**config.mk**
```make
export PLATFORM = sky130hd
export DESIGN_NAME = lgs_stencil
export DESIGN_NICKNAME = d
export VERILOG_FILES = /design/src/rtl/core/lgs_pkg.sv /design/src/rtl/core/lgs_stencil.sv
export SDC_FILE = /design/constraint.sdc
export NUM_CORES = 2
export LEC_CHECK = 0
export BUFFER_PORTS_ARGS = -buffer_cell sky130_fd_sc_hd__buf_4
export CORE_MARGIN = 2
export CORE_UTILIZATION = 53
export DETAILED_ROUTE_END_ITERATION = 10
export PLACE_DENSITY = 0.68
export SLEW_MARGIN = 20
export SYNTH_ARGS = -nofsm -noshare
export SYNTH_HDL_FRONTEND = slang
export SYNTH_SLANG_ARGS = --single-unit
```
**constraint.sdc**
```tcl
create_clock -name clock -period 203.5 [get_ports clock]
set_clock_uncertainty 0.15 [all_clocks]
set_input_delay 10.175 -clock clock [delete_from_list [all_inputs] [get_ports clock]]
set_output_delay 10.175 -clock clock [all_outputs]
set_load 0.005 [all_outputs]
```
**src/rtl/core/lgs_pkg.sv**
```systemverilog
`timescale 1ns / 1ps
// ----------------------------------------------------------------------------
// lgs_pkg
// Shared types, constants and helper functions of the life generation
// stencil core: register indexes, hash constants, window rule and mixer.
// ----------------------------------------------------------------------------
package lgs_pkg;

   // configuration port
   localparam int CSR_INDEX_W = 2;
   localparam int CSR_DATA_W  = 32;
   localparam logic [CSR_INDEX_W-1:0] CSR_GRID_WIDTH  = 2'd0;
   localparam logic [CSR_INDEX_W-1:0] CSR_GRID_HEIGHT = 2'd1;
   localparam logic [CSR_INDEX_W-1:0] CSR_HASH_SEED   = 2'd2;

   localparam int SIZE_W = 12;
   localparam int HASH_W = 32;
   localparam int POS_OUT_W = 11;

   localparam logic [SIZE_W-1:0] SIZE_RESET = 12'd2048;
   localparam logic [HASH_W-1:0] SEED_RESET = 32'h00C0_FFEE;

   // hash multipliers and the substitute for a zero hash
   localparam logic [HASH_W-1:0] HASH_K_ROW    = 32'd2654435761;
   localparam logic [HASH_W-1:0] HASH_K_COL    = 32'd2246822519;
   localparam logic [HASH_W-1:0] HASH_K_GEN    = 32'd3266489917;
   localparam logic [HASH_W-1:0] HASH_ZERO_SUB = 32'h9E37_79B9;
   localparam int XS_SHIFT_A = 13;
   localparam int XS_SHIFT_B = 17;
   localparam int XS_SHIFT_C = 5;

   // result queue between the stencil and the hash pipe
   localparam int RQ_DEPTH = 8;
   localparam int RQ_PTR_W = $clog2(RQ_DEPTH);
   localparam int RQ_CNT_W = RQ_PTR_W + 1;

   // 3x3 window: three columns of 3 bits, oldest column in bits 0-2
   localparam int WIN_W = 9;
   localparam int COL3_W = 3;

   // per-word control handed from the sequencer to the stencil stage
   typedef struct packed {
      logic is_cell;     // cell word (line store written), else drain word
      logic row_first;   // first row of the frame
      logic col_first;   // first column of the row
      logic alive;       // alive bit of the incoming cell
      logic col_last;    // last column of the row
      logic emit_a;      // emit the cell one column back
      logic emit_b;      // emit the current column at the row end
      logic frame_last;  // second result closes the generation
   } stencil_ctl_type;

   // B3/S23 rule on a window, centre in bit 4
   function automatic logic next_live(input logic [WIN_W-1:0] win);
      logic [3:0] count;
      count = '0;
      for (int i = 0; i < WIN_W; i++) begin
         if (i != 4) begin
            count = count + 4'(win[i]);
         end
      end
      if (win[4]) begin
         return (count == 4'd2) || (count == 4'd3);
      end
      return count == 4'd3;
   endfunction

   // xorshift32 finish with zero replaced
   function automatic logic [HASH_W-1:0] xorshift_mix(input logic [HASH_W-1:0] x_in);
      logic [HASH_W-1:0] x;
      x = x_in;
      x = x ^ (x << XS_SHIFT_A);
      x = x ^ (x >> XS_SHIFT_B);
      x = x ^ (x << XS_SHIFT_C);
      if (x == '0) begin
         x = HASH_ZERO_SUB;
      end
      return x;
   endfunction

endpackage

```
**src/rtl/core/lgs_stencil.sv**
```systemverilog
`timescale 1ns / 1ps
// ----------------------------------------------------------------------------
// lgs_stencil
// Line store memory with read-modify-write, the 3x3 neighbor window and the
// B3/S23 decision for the one or two cells released by each word.
// ----------------------------------------------------------------------------
module lgs_stencil
   import lgs_pkg::*;
#(
   parameter int MAX_WIDTH = 2048
) (
   input  logic                  clock,
   input  logic                  reset,
   input  logic                  rd_en,
   input  logic [(MAX_WIDTH > 1 ? $clog2(MAX_WIDTH) : 1)-1:0] rd_idx,
   input  logic                  s1_valid,
   input  stencil_ctl_type       s1_ctl,
   input  logic [(MAX_WIDTH > 1 ? $clog2(MAX_WIDTH) : 1)-1:0] s1_col,
   output logic                  live_a,
   output logic                  live_b
);

   localparam int CW = (MAX_WIDTH > 1) ? $clog2(MAX_WIDTH) : 1;

   // bit 0: row above the newest, bit 1: two rows above
   logic [1:0]       line_mem [MAX_WIDTH];
   logic [1:0]       rd_data_ff;
   logic             fwd_ff;
   logic [1:0]       fwd_data_ff;
   logic [WIN_W-1:0] win_ff, win_in;

   logic             wr_en;
   logic [1:0]       old, wdata;
   logic [COL3_W-1:0] col3;
   logic [WIN_W-1:0] base, win_a, win_b;

   // forward a write that lands on the edge of a read of the same entry
   assign old   = fwd_ff ? fwd_data_ff : rd_data_ff;
   assign wr_en = s1_valid && s1_ctl.is_cell;

   always_comb begin
      if (!s1_ctl.is_cell) begin
         col3  = {1'b0, old[0], old[1]};
         wdata = old;
      end else if (s1_ctl.row_first) begin
         col3  = {s1_ctl.alive, 2'b00};
         wdata = {1'b0, s1_ctl.alive};
      end else begin
         col3  = {s1_ctl.alive, old[0], old[1]};
         wdata = {old[0], s1_ctl.alive};
      end
   end

   // shift the new column in, then once more at the row end
   assign base   = s1_ctl.col_first ? '0 : win_ff;
   assign win_a  = {col3, base[WIN_W-1:COL3_W]};
   assign win_b  = {{COL3_W{1'b0}}, win_a[WIN_W-1:COL3_W]};
   assign win_in = s1_valid ? (s1_ctl.col_last ? win_b : win_a) : win_ff;

   assign live_a = next_live(win_a);
   assign live_b = next_live(win_b);

   // line store: one read port, one write port
   always_ff @(posedge clock) begin
      if (rd_en) begin
         rd_data_ff <= line_mem[rd_idx];
      end
      if (wr_en) begin
         line_mem[s1_col] <= wdata;
      end
   end

   always_ff @(posedge clock) begin
      if (reset) begin
         fwd_ff <= 1'b0;
         win_ff <= '0;
      end else begin
         fwd_ff <= rd_en && wr_en && (rd_idx == s1_col);
         win_ff <= win_in;
      end
   end

   always_ff @(posedge clock) begin
      fwd_data_ff <= wdata;
   end

endmodule

```
After elaboration in Yosys (flattened, before gate mapping)
Memories as Yosys holds them, arrays and structs flattened. A register that Yosys moved wholly into a read port is not among the register bits.
Index checks and enable logic that the tools add are counted.

storage, ports and cells
  bits in writable memories = 4096
  memory bits (read-only) = 0
  register bits after elaboration = 12
  memories = 1
  bits in latches = 0
  output and inout port bits = 2

cells by class
  $mul = 0
  reductions and logical operators = 5
  shift-type cells = 0
  equality and inequality tests = 5
  $add $sub $neg = 11
  $lt $le $gt $ge = 0
  div/mod/pow operators = 0
  mux-type cells = 15
  bitwise operators = 0

memory list
  memory    words  width  read ports  clocked after Yosys merged registers in  write ports  line               text
  line_mem  2048   2      1           1                                        1            lgs_stencil.sv:26  logic [1:0] line_mem [MAX_WIDTH];

operators by type and width
  operator                                                                number
  4-bit by 1-bit adder with 4-bit output                                  5
  9-bit two-way mux                                                       2
  4-bit by 2-bit equality test with 1-bit output (second input constant)  4
  11-bit equality test                                                    1
  3-bit by 1-bit adder with 4-bit output                                  2
  1-bit two-way mux                                                       8
  2-bit two-way mux                                                       4
  2-bit by 1-bit adder with 3-bit output                                  2
  1-bit by 1-bit adder with 2-bit output                                  2
  1-bit logical AND                                                       3
  3-bit two-way mux                                                       1
  1-bit logical OR                                                        2

Logic depth before layout (Yosys ltp)
  depth in word-level cells = 12
  depth in mapped cells = 16

Worst setup path before layout
Ideal clock, no wire load.

  path type = in2reg
  start point = input s1_ctl[7] (netlist name)
  end point = memory line_mem[0][1], data pin
  path slack = 98.274 ns
  data required time = 187.290 ns
  path buffers = 0
  cell stages on the path = 1
  arrival = 89.016 ns
  cells stage by stage = o21ai_0

on the way
  cells in the longest elaborated chain, start to end = 1

ends and longest elaborated chain
  item                line               text
  start: declaration  lgs_stencil.sv:17  input stencil_ctl_type s1_ctl,
  2-bit two-way mux   lgs_stencil.sv:42  if (!s1_ctl.is_cell) begin
  end: declaration    lgs_stencil.sv:26

No other way between the ends.

Worst setup path in the final report
  start point = input s1_ctl[7] (netlist name)
  end point = output live_a

on the way
  cells in the longest elaborated chain, start to end = 8

ends and longest elaborated chain
  item                                                                      line                          text
  3-bit two-way mux *                                                       lgs_stencil.sv:42
  4-bit by 1-bit adder with 4-bit output (2 in a row)                       lgs_pkg.sv:59                 count = count + 4'(win[i]);
  4-bit by 1-bit adder with 4-bit output *                                  lgs_pkg.sv:59
  4-bit by 2-bit equality test with 1-bit output, on equally long branches  lgs_pkg.sv:63, lgs_pkg.sv:65
  1-bit logical OR                                                          lgs_pkg.sv:63                 return (count == 4'd2) || (count == 4'd3);
  1-bit two-way mux                                                         lgs_pkg.sv:62                 if (win[4]) begin
  1-bit two-way mux *                                                       lgs_pkg.sv:65                 return count == 4'd3;
  end: declaration                                                          lgs_stencil.sv:19             output logic live_a,

Every way passes the cells marked *; elsewhere a longest branch is shown, timed or not. The select of a mux whose other input is x is not followed.

==> results by group <==
Synthesis
  – EDFF count, synth: about 4.1k
  – Synthesized instance count: approximately 10k
  – Commonest register cell after synthesis: edfxtp_1
  – Warnings from Yosys: 0
  – Asr flop ratio synth: 0%
  – Seq/Total Area, Yosys: between 70% and 80%
  – #FFs+latches synth: approximately 4.1k
  – Synth cell types: between 80 and 90
  – Post-Syn Nets: 10.4k
  – Syn_area_per_cell: roughly 16 sq um
  – Synthesized area: between 150000 and 200000 sq um

Setup path
  – Critical path origin: s1_ctl[7]
  – Critical path buffers and inverters: 4
  – R2R Setup Slk: 196250 ps
  – Cell Chain, Critical Path: buf_4 > a21oi_1 > fa_1 > fa_1 > inv_1 > fa_1 > inv_1 > ha_1 > fa_1 > nand3_1 > o21ai_0 > and3_1 > buf_4
  – Crit path capture: live_a
  – Slowest stage cell, crit path: fa_1
  – Worst EP required: 193180 ps
  – Cells on worst reg2reg path: 8
  – Crit Path Class: input pin to output port
  – Arrival @ worst endpoint: about 13000 ps
  – CP Capture Type: output port
  – Worst setup SP type: input pin
  – RR Startpoint: fwd_ff
  – Path length in cells of the critical path: 13
  – CP top delay family: adder cells
  – Cell mode on critical path: fa_1
  – Critical Path Max Stage Delay: ~530 ps
  – RR Endpoint: line_mem[1237][1]
  – Crit-path max FO: 7

Drt
  – Initial DRC Count: ~15k
  – DRT Pass-1 Iters: 8
  – Drt wl/cell: around 34 microns
  – Antenna violation net count after detailed routing: 0
  – Routed WL: between 400 and 500 mm
  – Number of vias per cell: just under 7
  – Via count: 98.6k
  – DR DRC count: 0

Clock network
  – CTS Buf Count: between 400 and 500
  – Postcts setup bufs: 0
  – Clock sink count: between 4k and 5k
  – H-tree Lvls: 5
  – CTS tree: yes
  – Clock slew at reported path FFs: approximately 60 ps
  – Clock tree root driver cell: clkbuf_16
  – Hold buffers post-CTS: 0
  – Resize count post-CTS: 0
  – Clock latency at the later pin of the worst-skew pair: 990 ps
  – Worst-case clock buffer depth: 4

Die
  – FP Rows: between 200 and 250
  – Ports: 36
  – Starting density of the core: 53.3%
  – Die Ht: 570 microns
  – Die footprint: between 300000 and 400000 sq um
  – Core area: 319000 sq um
  – Die width: approximately 570 microns

Cells and area
  – Area Growth Syn to Fin: 9.86%
  – Layout cells sized above 1: around 15%
  – Nets@finish: ~10k

Timing
  – Setup-failing EPs final: 0
  – Tcrit/Tclk final: a little under an eighth
  – Fin. max-slew vios: 0
  – RSZ-0062 raised after global routing: no
  – Crit path time final: around 24000 ps
  – Fin. Hold Viols: 0
  – Slew margin rel.: ~16%
  – Fin Setup TNS: 0 ps
  – Worst-margin pin slew: ~1200 ps
  – Peak Freq: between 40 and 50 MHz

Placed design
  – Post-DP HPWL: 276 mm
  – IO buf count: 32
  – Routability cong.: between 0.8 and 0.9

Power
  – Pleak: around 58 nW
  – Peak VDD IR: ~0.0000077 V
  – Pwr/cell area: 9.69 nW/um^2
  – Final Total Pwr: 0.00181 W

Global route
  – Total congestion overflow: 0
  – GRT Resource Usage Total: around 30%
  – Largest net degree at the start of global routing: around 260
  – Initial antenna violation count: between 40 and 50
  – Global-route wire length before repair: 697 mm
  – Vias in the first global route: ~98k

Status
  – Status: finished clean

Min path
  – Worst hold path type: register to register

Flow run
  – MaxCap Viol Count: 0
## flip-flops by register name, summed over array words and instances (netlist names)
register,count
fwd_data_ff,2
fwd_ff,1
line_mem,4096
rd_data_ff,2
win_ff,6
## area by class of cell
class	count	area, sq um
fill	23400	132000
clock inverter	251	2600
inverter	16	75.1
clock buffer	488	10600
tap	4180	5230
sequential	4107	123000
antenna	24	60.1
multi-input combinational	5316	42300
timing repair buffer	280	2470
## through the flow
stage	std cells	cell area [sq um]	setup WS, ps	util (%)	hold slack (ps)
2_1_floorplan	10300	170000	98270	-	304
3_3_place_gp	13900	173000	179690	54.3	323
3_5_place_dp	13900	173000	179690	54.4	333
4_1_cts	14600	186000	179680	58.5	341
5_1_grt	14600	187000	179550	58.6	360
6_report	14700	187000	179710	58.6	336
## placed cells by master (no fill, tap or decap), drive strengths merged, types with 10 or more instances in the layout
cell      count
edfxtp     4098
nor2       2198
mux2i       816
mux4        636
clkbuf      488
buf         280
o221ai      237
nand2       237
o22ai       226
clkinv      182
a21oi       170
o21ai       128
nor3         99
nand3        88
a211oi       49
a2111oi      42
bufinv       41
a31oi        33
nor4         30
inv          29
and2         26
diode        24
nand4        21
and3         17
nor3b        16
clkinvlp     15
o31ai        14
o211ai       14
nand2b       13
nor2b        13
mux2         12
a22oi        12
o21a         11
xnor2        11
o21bai       10
## worst min-delay path, cell delays in order, from the launching register on
cell and delay, ps:
dfxtp_1 310, nor2_1 80, a211oi_1 50
## metal layers
layer,share of wire (%),track usage [%],routed length (microns),vias to the layer above
met3,13,7.63,64800,1132
met1,36,40.8,178000,50900
li1,-,-,-,39900
met4,4.3,11.6,21200,12
met2,47,47.2,230000,6623
met5,0.017,0,84,-
## cell families after synthesis
group,after synthesis,synth area share (%)
mux,1464,13.5
compound gates,1023,4.17
fa+ha+maj,10,0.100
buf+inv,887,2.98
flops,4107,72.5
xor+xnor,11,0.0567
simple gates,2808,6.69
## cell usage after synthesis, types with 10 or more instances
cell type     n  area, sq um
o221ai_1    237         2080
o31ai_1      14          105
nor3_1       99          495
a21oi_1     170          851
nand4_1      21          131
buf_6        92         1040
inv_1        14         52.6
nor2b_1      13         81.3
nand2_1     235          882
nand2b_1     13         81.3
a211oi_1     49          368
buf_4        44          330
clkbuf_1    506         1900
buf_8        49          736
mux2_2       12          135
nor3b_1      15          113
clkbuf_8     16          220
o21ai_0     124          621
o21a_1       11         82.6
and3_1       16          100
mux4_1       64         1680
a31oi_1      33          206
mux2i_1     816         8170
mux4_2      572        12900
edfxtp_1   4098       123000
xnor2_1      11         96.3
buf_1        74          278
nand3_1      88          440
nor4_1       30          188
o22ai_1     226         1410
a2111oi_0    39          342
a22oi_1      12         90.1
o211ai_1     13         97.6
nor2_1     2198         8250
and2_1       22          138
buf_2        82          410
o21bai_1     10         75.1
## power breakdown
group / internal [W] / switching, W
registers: 0.000951 / 0.0000000938
logic: 0.0000274 / 0.0000790
clock network: 0.000426 / 0.000324
total: 0.00140 / 0.000403
## worst min-delay path by stage
| stage | to | slack [ps] | cells past startpoint | startpoint |
|---|---|---|---|---|
| finish | win_ff[5] | 340 | 2 | win_ff[5] |
| global route | win_ff[5] | 360 | 2 | win_ff[5] |
| CTS | win_ff[5] | 340 | 2 | win_ff[5] |
| detailed placement | win_ff[5] | 330 | 2 | win_ff[5] |
| global placement | win_ff[3] | 320 | 2 | win_ff[3] |
| floorplan | win_ff[3] | 300 | 2 | win_ff[3] |
No activity file was read; power rests on OpenSTA's default activity.
