`src/rtl/core/lgs_pkg.sv`:
```
`timescale 1ns / 1ps
// ----------------------------------------------------------------------------
// lgs_pkg
// Shared types, constants and helper functions of the life generation
// stencil core: register indexes, hash constants, window rule and mixer.
// ----------------------------------------------------------------------------
package lgs_pkg;

   // configuration port
   localparam int CSR_INDEX_W = 2;
   localparam int CSR_DATA_W  = 32;
   localparam logic [CSR_INDEX_W-1:0] CSR_GRID_WIDTH  = 2'd0;
   localparam logic [CSR_INDEX_W-1:0] CSR_GRID_HEIGHT = 2'd1;
   localparam logic [CSR_INDEX_W-1:0] CSR_HASH_SEED   = 2'd2;

   localparam int SIZE_W = 12;
   localparam int HASH_W = 32;
   localparam int POS_OUT_W = 11;

   localparam logic [SIZE_W-1:0] SIZE_RESET = 12'd2048;
   localparam logic [HASH_W-1:0] SEED_RESET = 32'h00C0_FFEE;

   // hash multipliers and the substitute for a zero hash
   localparam logic [HASH_W-1:0] HASH_K_ROW    = 32'd2654435761;
   localparam logic [HASH_W-1:0] HASH_K_COL    = 32'd2246822519;
   localparam logic [HASH_W-1:0] HASH_K_GEN    = 32'd3266489917;
   localparam logic [HASH_W-1:0] HASH_ZERO_SUB = 32'h9E37_79B9;
   localparam int XS_SHIFT_A = 13;
   localparam int XS_SHIFT_B = 17;
   localparam int XS_SHIFT_C = 5;

   // result queue between the stencil and the hash pipe
   localparam int RQ_DEPTH = 8;
   localparam int RQ_PTR_W = $clog2(RQ_DEPTH);
   localparam int RQ_CNT_W = RQ_PTR_W + 1;

   // 3x3 window: three columns of 3 bits, oldest column in bits 0-2
   localparam int WIN_W = 9;
   localparam int COL3_W = 3;

   // per-word control handed from the sequencer to the stencil stage
   typedef struct packed {
      logic is_cell;     // cell word (line store written), else drain word
      logic row_first;   // first row of the frame
      logic col_first;   // first column of the row
      logic alive;       // alive bit of the incoming cell
      logic col_last;    // last column of the row
      logic emit_a;      // emit the cell one column back
      logic emit_b;      // emit the current column at the row end
      logic frame_last;  // second result closes the generation
   } stencil_ctl_type;

   // B3/S23 rule on a window, centre in bit 4
   function automatic logic next_live(input logic [WIN_W-1:0] win);
      logic [3:0] count;
      count = '0;
      for (int i = 0; i < WIN_W; i++) begin
         if (i != 4) begin
            count = count + 4'(win[i]);
         end
      end
      if (win[4]) begin
         return (count == 4'd2) || (count == 4'd3);
      end
      return count == 4'd3;
   endfunction

   // xorshift32 finish with zero replaced
   function automatic logic [HASH_W-1:0] xorshift_mix(input logic [HASH_W-1:0] x_in);
      logic [HASH_W-1:0] x;
      x = x_in;
      x = x ^ (x << XS_SHIFT_A);
      x = x ^ (x >> XS_SHIFT_B);
      x = x ^ (x << XS_SHIFT_C);
      if (x == '0) begin
         x = HASH_ZERO_SUB;
      end
      return x;
   endfunction

endpackage

```
`src/rtl/core/lgs_result_path.sv`:
```
`timescale 1ns / 1ps
// ----------------------------------------------------------------------------
// lgs_result_path
// Result queue taking up to two cells a cycle, followed by a two-stage hash
// pipe (constant products, then xor and xorshift into the output register).
// ----------------------------------------------------------------------------
module lgs_result_path
   import lgs_pkg::*;
#(
   parameter int MAX_WIDTH  = 2048,
   parameter int MAX_HEIGHT = 2048
) (
   input  logic                  clock,
   input  logic                  reset,
   input  logic                  s1_valid,
   input  stencil_ctl_type       s1_ctl,
   input  logic [(MAX_WIDTH > 1 ? $clog2(MAX_WIDTH) : 1)-1:0]  s1_col,
   input  logic [(MAX_HEIGHT > 1 ? $clog2(MAX_HEIGHT) : 1)-1:0] s1_row,
   input  logic [HASH_W-1:0]     s1_gen_term,
   input  logic                  live_a,
   input  logic                  live_b,
   input  logic [HASH_W-1:0]     hash_seed,
   output logic [RQ_CNT_W-1:0]   rq_count,
   output logic                  rsp_valid,
   input  logic                  rsp_stall,
   output logic [HASH_W-1:0]     rsp_cell_value,
   output logic                  rsp_next_live,
   output logic [POS_OUT_W-1:0]  rsp_out_row,
   output logic [POS_OUT_W-1:0]  rsp_out_col,
   output logic                  rsp_frame_last
);

   localparam int CW = (MAX_WIDTH > 1) ? $clog2(MAX_WIDTH) : 1;
   localparam int RW = (MAX_HEIGHT > 1) ? $clog2(MAX_HEIGHT) : 1;

   // queue storage
   logic              q_live [RQ_DEPTH];
   logic              q_last [RQ_DEPTH];
   logic [RW-1:0]     q_row  [RQ_DEPTH];
   logic [CW-1:0]     q_col  [RQ_DEPTH];
   logic [HASH_W-1:0] q_gen  [RQ_DEPTH];

   logic [RQ_PTR_W-1:0] wr_ptr_ff, wr_ptr_in, rd_ptr_ff, rd_ptr_in;
   logic [RQ_CNT_W-1:0] count_ff, count_in;

   logic                push_a, push_b, push_any, push_two, pop;
   logic [RQ_PTR_W-1:0] wr_ptr_nx;
   logic                slot0_live, slot0_last;
   logic [CW-1:0]       slot0_col;

   // hash pipe
   logic                 h1_valid_ff;
   logic [HASH_W-1:0]    h1_prod_row_ff, h1_prod_col_ff, h1_gen_ff;
   logic                 h1_live_ff, h1_last_ff;
   logic [POS_OUT_W-1:0] h1_row_ff, h1_col_ff;
   logic                 rsp_valid_ff;
   logic [HASH_W-1:0]    rsp_value_ff;
   logic                 rsp_live_ff, rsp_last_ff;
   logic [POS_OUT_W-1:0] rsp_row_ff, rsp_col_ff;

   logic                 out_ready, h1_ready;
   logic [HASH_W-1:0]    mix_in, mix_out;

   // the earlier cell goes first when both are released
   assign push_a    = s1_valid && s1_ctl.emit_a;
   assign push_b    = s1_valid && s1_ctl.emit_b;
   assign push_any  = push_a || push_b;
   assign push_two  = push_a && push_b;
   assign wr_ptr_nx = wr_ptr_ff + RQ_PTR_W'(1);
   assign slot0_live = push_a ? live_a : live_b;
   assign slot0_last = push_a ? 1'b0 : s1_ctl.frame_last;
   assign slot0_col  = push_a ? (s1_col - CW'(1)) : s1_col;

   assign out_ready = !rsp_valid_ff || !rsp_stall;
   assign h1_ready  = !h1_valid_ff || out_ready;
   assign pop       = (count_ff != '0) && h1_ready;

   always_comb begin
      wr_ptr_in = wr_ptr_ff;
      if (push_two) begin
         wr_ptr_in = wr_ptr_ff + RQ_PTR_W'(2);
      end else if (push_any) begin
         wr_ptr_in = wr_ptr_nx;
      end
      rd_ptr_in = pop ? rd_ptr_ff + RQ_PTR_W'(1) : rd_ptr_ff;
      count_in  = count_ff + RQ_CNT_W'(push_a) + RQ_CNT_W'(push_b) - RQ_CNT_W'(pop);
   end

   always_ff @(posedge clock) begin
      if (reset) begin
         wr_ptr_ff <= '0;
         rd_ptr_ff <= '0;
         count_ff  <= '0;
      end else begin
         wr_ptr_ff <= wr_ptr_in;
         rd_ptr_ff <= rd_ptr_in;
         count_ff  <= count_in;
      end
   end

   // write one or two queue entries
   always_ff @(posedge clock) begin
      if (push_any) begin
         q_live[wr_ptr_ff] <= slot0_live;
         q_last[wr_ptr_ff] <= slot0_last;
         q_row[wr_ptr_ff]  <= s1_row;
         q_col[wr_ptr_ff]  <= slot0_col;
         q_gen[wr_ptr_ff]  <= s1_gen_term;
      end
      if (push_two) begin
         q_live[wr_ptr_nx] <= live_b;
         q_last[wr_ptr_nx] <= s1_ctl.frame_last;
         q_row[wr_ptr_nx]  <= s1_row;
         q_col[wr_ptr_nx]  <= s1_col;
         q_gen[wr_ptr_nx]  <= s1_gen_term;
      end
   end

   // fold the position terms, finish the hash
   assign mix_in  = hash_seed ^ h1_prod_row_ff ^ h1_prod_col_ff ^ h1_gen_ff;
   assign mix_out = xorshift_mix(mix_in);

   always_ff @(posedge clock) begin
      if (reset) begin
         h1_valid_ff  <= 1'b0;
         rsp_valid_ff <= 1'b0;
      end else begin
         if (h1_ready) begin
            h1_valid_ff <= pop;
         end
         if (out_ready) begin
            rsp_valid_ff <= h1_valid_ff;
         end
      end
   end

   always_ff @(posedge clock) begin
      if (pop) begin
         h1_prod_row_ff <= HASH_W'(HASH_W'(q_row[rd_ptr_ff]) * HASH_K_ROW);
         h1_prod_col_ff <= HASH_W'(HASH_W'(q_col[rd_ptr_ff]) * HASH_K_COL);
         h1_gen_ff      <= q_gen[rd_ptr_ff];
         h1_live_ff     <= q_live[rd_ptr_ff];
         h1_last_ff     <= q_last[rd_ptr_ff];
         h1_row_ff      <= POS_OUT_W'(q_row[rd_ptr_ff]);
         h1_col_ff      <= POS_OUT_W'(q_col[rd_ptr_ff]);
      end
      if (h1_valid_ff && out_ready) begin
         rsp_value_ff <= h1_live_ff ? mix_out : '0;
         rsp_live_ff  <= h1_live_ff;
         rsp_last_ff  <= h1_last_ff;
         rsp_row_ff   <= h1_row_ff;
         rsp_col_ff   <= h1_col_ff;
      end
   end

   assign rq_count       = count_ff;
   assign rsp_valid      = rsp_valid_ff;
   assign rsp_cell_value = rsp_value_ff;
   assign rsp_next_live  = rsp_live_ff;
   assign rsp_out_row    = rsp_row_ff;
   assign rsp_out_col    = rsp_col_ff;
   assign rsp_frame_last = rsp_last_ff;

endmodule

```
`config.mk`:
```
export PLATFORM = sky130hd
export DESIGN_NAME = lgs_result_path
export DESIGN_NICKNAME = d
export VERILOG_FILES = /design/src/rtl/core/lgs_pkg.sv /design/src/rtl/core/lgs_result_path.sv
export SDC_FILE = /design/constraint.sdc
export NUM_CORES = 1
export LEC_CHECK = 0
export BUFFER_PORTS_ARGS = -buffer_cell sky130_fd_sc_hd__buf_2
export CAP_MARGIN = 40
export CORE_ASPECT_RATIO = 0.75
export CORE_MARGIN = 5
export CORE_UTILIZATION = 63
export CTS_CLUSTER_SIZE = 8
export DETAILED_ROUTE_END_ITERATION = 10
export PLACE_DENSITY = 0.9
export SLEW_MARGIN = 20
export SYNTH_ARGS = -nofsm -noshare
export SYNTH_HDL_FRONTEND = slang
export SYNTH_SLANG_ARGS = --single-unit
```
`constraint.sdc`:
```
create_clock -name clock -period 10.4 [get_ports clock]
set_clock_uncertainty 0.15 [all_clocks]
set_input_delay 0.52 -clock clock [delete_from_list [all_inputs] [get_ports clock]]
set_output_delay 0.52 -clock clock [all_outputs]
set_load 0.005 [all_outputs]
```
Yosys cells after proc, flatten, opt, wreduce, memory -nomap -nowiden
Memories as Yosys holds them, arrays and structs flattened. A register that Yosys moved wholly into a read port is not among the register bits.
Index checks and enable logic that the tools add are counted.
{"block": "classes", "add_sub_neg": 7, "n_mul": 2, "div_mod_pow": 0, "magnitude_cmp": 0, "eq_ne": 0, "shift": 0, "muxes": 14, "bitwise_logic": 7, "reduce_logical": 15}
{"operator": "XOR 32 bit", "count": 5}
{"operator": "multiplier 11 x 32 -> 32 bit (second input constant)", "count": 2}
{"operator": "logical NOT 32 bit", "count": 1}
{"operator": "two-way mux 32 bit", "count": 1}
{"operator": "XOR 32 x 15 -> 32 bit", "count": 1}
{"operator": "two-way mux 3 bit", "count": 6}
{"operator": "two-way mux 11 bit", "count": 1}
{"operator": "subtractor 11 x 1 -> 11 bit (second input constant)", "count": 1}
{"operator": "adder 4 x 1 -> 4 bit", "count": 2}
{"operator": "adder 3 x 1 -> 3 bit (second input constant)", "count": 2}
{"operator": "two-way mux 1 bit", "count": 6}
{"operator": "logical AND 1 bit", "count": 5}
{"operator": "nonzero test 4 bit", "count": 1}
{"operator": "subtractor 4 x 1 -> 4 bit", "count": 1}
{"operator": "adder 3 x 2 -> 3 bit (second input constant)", "count": 1}
{"operator": "logical NOT 1 bit", "count": 3}
{"operator": "logical OR 1 bit", "count": 3}
{"operator": "nonzero test 2 bit", "count": 1}
{"operator": "OR reduction 2 bit", "count": 1}
{"operator": "NOT 1 bit", "count": 1}
{"block": "totals", "ff_bits": 154, "latch_bits": 0, "ramBits": 448, "mem_bits_ro": 0, "inputBits": 100, "output_inout_bits": 61, "elab_cells": 65, "mem_count": 5}
{"name": "q_gen", "depth": 8, "word_bits": 32, "read_ports": 1, "rd_ports_with_merged_regs": 1, "write_ports": 2, "line_no": "lgs_result_path.sv:41", "text": "logic [HASH_W-1:0] q_gen [RQ_DEPTH];"}
{"name": "q_col", "depth": 8, "word_bits": 11, "read_ports": 1, "rd_ports_with_merged_regs": 1, "write_ports": 2, "line_no": "lgs_result_path.sv:40", "text": "logic [CW-1:0] q_col [RQ_DEPTH];"}
{"name": "q_row", "depth": 8, "word_bits": 11, "read_ports": 1, "rd_ports_with_merged_regs": 1, "write_ports": 2, "line_no": "lgs_result_path.sv:39", "text": "logic [RW-1:0] q_row [RQ_DEPTH];"}
{"name": "q_last", "depth": 8, "word_bits": 1, "read_ports": 1, "rd_ports_with_merged_regs": 1, "write_ports": 2, "line_no": "lgs_result_path.sv:38", "text": "logic q_last [RQ_DEPTH];"}
{"name": "q_live", "depth": 8, "word_bits": 1, "read_ports": 1, "rd_ports_with_merged_regs": 1, "write_ports": 2, "line_no": "lgs_result_path.sv:37", "text": "logic q_live [RQ_DEPTH];"}

Longest topological paths before layout
{"block": "depth", "word_depth": 8, "mapped_depth": 24, "ltp_nobuf": 22}

Worst setup path before layout
OpenSTA, ideal clock, no wires.
{"block": "synth_timing", "path_kind": "input to register", "startpoint": "input port rsp_stall", "endpoint": "register count_ff[2], in the netlist rq_count[2]", "setup_ps": 128, "t_arrival_ps": 8810, "required_ps": 10122, "path_slack_ps": 1313, "cell_stages": 7, "n_path_buf": 0, "path_cell_list": "a31oi_1 > ha_1 > inv_1 > fa_1 > fa_1 > xnor2_1 > nor2_1"}
{"block": "synth_via", "elab_chain_cells": 5}
{"element": "start, declared", "line_no": "lgs_result_path.sv:25", "text": "input logic rsp_stall,"}
{"element": "logical NOT 1 bit", "line_no": "lgs_result_path.sv:74", "text": "assign out_ready = !rsp_valid_ff || !rsp_stall;"}
{"element": "logical OR 1 bit", "line_no": "lgs_result_path.sv:74"}
{"element": "logical OR 1 bit", "line_no": "lgs_result_path.sv:75", "text": "assign h1_ready = !h1_valid_ff || out_ready;"}
{"element": "logical AND 1 bit", "line_no": "lgs_result_path.sv:76", "text": "assign pop = (count_ff != '0) && h1_ready;"}
{"element": "subtractor 4 x 1 -> 4 bit", "line_no": "lgs_result_path.sv:86", "text": "count_in = count_ff + RQ_CNT_W'(push_a) + RQ_CNT_W'(push_b) - RQ_CNT_W'(pop);"}
{"element": "end signal, assigned", "line_no": "lgs_result_path.sv:97", "text": "count_ff <= count_in;"}
{"element": "end, declared", "line_no": "lgs_result_path.sv:44", "text": "logic [RQ_CNT_W-1:0] count_ff, count_in;"}
No other way between the ends.
A chain may end at the register's enable or synchronous reset.

==> impl_results.md <==
* Outcome: complete, no violations
* Yosys reg bits at ~630
* Synth area leaders: edfxtp_1, fa_1, mux4_2
* Post-CTS setup buffer count at 0
* Post-synthesis sequential area ratio at 0.534
* Commonest cells in the netlist: edfxtp_1, inv_1, xnor2_1
* Hold_buf cts at 29
* Reg clk slew, reported paths at 0.06 ns
* Fill count at 3,371
* Synth area leader: edfxtp_1
* Critical Path Start Type: flop
* Fin Setup TNS at 0 ns
* Cell count after placement at 3,281
* Flop2flop setup slack at about 2.5 ns
* Initial drt markers at 2,301
* Initial antenna violation count at 0
* Max Clk Rate at 0.127 GHz
* Synth Area per Inst at 14.6 sq um
* Post-synth EDFFs at 619
* Fin cells at 3,443
* Delay of the slowest cell on the worst path at 0.77 ns
* Tot GR Track Use at 0.283
* Antenna Nets Post-Route at 0
* Fin crit period at ~8 ns
* Hpwl dp at 57.8 mm
* WP data required at 10.61 ns
* Final worst-path cycle share at 0.760
* Die Wd at approximately 280 um
* Total CTS buffers at slightly below 90
* First-pass DRT Iterations at 6
* Slew @ Worst Pin at ~0.9 ns
* Wire length per cell at 25.1 um
* Post-Place Setup Slack at between 2 and 2.5 ns
* CP arrival at 8.11 ns
* Synth Warn # at 0
* Drt drc at 0
* H-tree levels at 3
* Pins Over Slew Limit at 0
* GR Overflow Total at 0
* Sink Count at 634
* Netlist cell types at 69
* Reg area at between 15,000 and 20,000 sq um
* Worst setup EP type: flop
* Final Hold Violating Endpoints at 0
* First-pass GRT wire length at 131 mm
* GP Congestion at 0.958
* Antenna Cells at 0
* Vias in the first global route at 22,100
* Worst Path Max Fanout at 44
* CTS root buffer: clkbuf_16
* RSZ-0062 raised after global routing: no
* CTS resizes at 0
* Starting Density at 0.635
* Die Ht at between 200 and 250 um
* Max transition margin at 0.398
* Ports at between 150 and 200
* Crit path cell chain: buf_4 > mux4_2 > mux2i_1 > inv_1 > fa_1 > fa_1 > fa_1 > fa_1 > fa_1 > ha_1 > a211oi_1 > a31oi_1 > a311o_1 > a221oi_1 > o21ai_1 > nor4_1 > nor3_1
* Share of layout cells above drive strength 1 at 0.176
* Maxcap violations at 0
* Proportion of netlist area held by the largest area contributor at 0.525
* Final setup viols at 0
* CP max-delay cell: fa_1
* Clk_lat worst skew at roughly 0.64 ns
* Synthesis-to-layout area growth at 13.4%
* Cells after Synth at 2,425
* Post-DR vias/cell at 6.11
* Largest net degree at the start of global routing at 65
* Synth Flop Type: edfxtp_1
* Async set-reset flop share out of synthesis at 0
* Fin nets at about 3,200
* CTS tree: done
* Area of the multi-input gates at 15,000 sq um
* Placeable Area at 55,700 sq um
* Full die area at 61,100 sq um
* Clk buf depth at 3
* Critical path type: flop to flop
* I/O Buffers at 155
* Hold WS at between 0.02 and 0.025 ns
* HP Class: input port to flop
* Mapped Area at 35,400 sq um
* Most frequent CP cell: fa_1
* DRT Wirelength at 86.3 mm
* Vias at ~21,000
* Syn_nets at 2,908
* Worst setup margin at 2.50 ns
* Most common cell in the synthesized netlist: edfxtp_1
* Rows at 75
## metrics by stage
step           area, sq um  utilization
6_report             40100        0.720
5_1_grt              40100        0.720
4_1_cts              40000        0.718
3_5_place_dp         37300        0.668
3_3_place_gp         37000        0.664
2_1_floorplan        35400            -
## metal layers
layer / track usage / up-vias / wire length, um
li1: - / 8985 / -
met1: 0.385 / 10600 / 33000
met2: 0.471 / 1207 / 42800
met3: 0.0586 / 197 / 8120
met4: 0.0792 / 0 / 2400
met5: 0 / - / 0
## cell families (layout without fill, tap and decap cells)
| family | after synthesis | in the layout | share of synthesized area |
|---|---|---|---|
| AND/OR/NAND/NOR | 359 | 359 | 0.0478 |
| AO/OA/AOI/OAI | 174 | 174 | 0.0307 |
| multiplexers | 173 | 173 | 0.0900 |
| flip-flops | 634 | 634 | 0.534 |
| buffers and inverters | 394 | 681 | 0.0424 |
| XOR/XNOR | 308 | 308 | 0.0776 |
| adder cells (fa/ha/maj) | 383 | 383 | 0.178 |
## worst paths after layout
path,from,to,cells past startpoint
setup / recovery,flop,h1_prod_col_ff[31],17
hold / removal,s1_gen_term[19],q_gen[4][19],1
setup reg to reg,flop,h1_prod_col_ff[31],17
hold reg to reg,h1_row_ff[10],rsp_out_row[10],0
## worst max-delay path, delay by kind of cell (launching register included)
kind	cells	cell delay, ns
adder cells (fa/ha/maj)	6	3.08
AO/OA/AOI/OAI	5	1.80
multiplexers	2	0.94
buffers and inverters	2	0.90
AND/OR/NAND/NOR	2	0.40
flip-flops	1	0.31
## flip-flops by register name (all words and copies together), names as in the netlist, 3 cells and up, named ones only
signal and cells:
q_row 88, rq_count 4, q_last 8, q_gen 256, h1_prod_row_ff 32, wr_ptr_ff 3
h1_row_ff 7, rsp_cell_value 32, h1_col_ff 10, rd_ptr_ff 3, q_live 8, rsp_out_col 11
h1_prod_col_ff 32, h1_gen_ff 32, q_col 88, rsp_out_row 11
## cell type report
cell class / instances / area share
inverter: 333 / 0.0311
clock inverter: 8 / 0.00352
timing repair buffer: 219 / 0.0382
multi-input combinational: 1397 / 0.375
clock buffer: 121 / 0.0585
tap: 731 / 0.0228
sequential: 634 / 0.471
## layout by cell type (no fill, tap or decap), types with 9 or more instances in the layout
cell type / netlist / layout
ha_1: 184 / 184
nand2b_1: 9 / 9
buf_4: 1 / 20
nand3_1: 13 / 13
clkbuf_1: 41 / 32
fa_1: 199 / 199
xnor2_1: 208 / 208
mux4_2: 112 / 112
buf_16: 0 / 9
dfxtp_1: 15 / 11
a21o_1: 21 / 21
clkbuf_16: 0 / 89
nor2b_1: 24 / 24
mux2_2: 42 / 42
xor2_1: 95 / 95
buf_2: 3 / 158
mux2i_1: 19 / 19
dlygate4sd3_1: 0 / 29
edfxtp_1: 619 / 619
inv_1: 331 / 331
a21oi_1: 72 / 72
o21a_1: 12 / 12
nand2_2: 8 / 16
and2_1: 13 / 13
nor3_1: 17 / 17
nor2_1: 123 / 123
nand2_1: 105 / 97
o21ai_0: 16 / 16
Power is not shown: default switching activity piles up to over one toggle a cycle in this logic, so the estimate is an artifact.
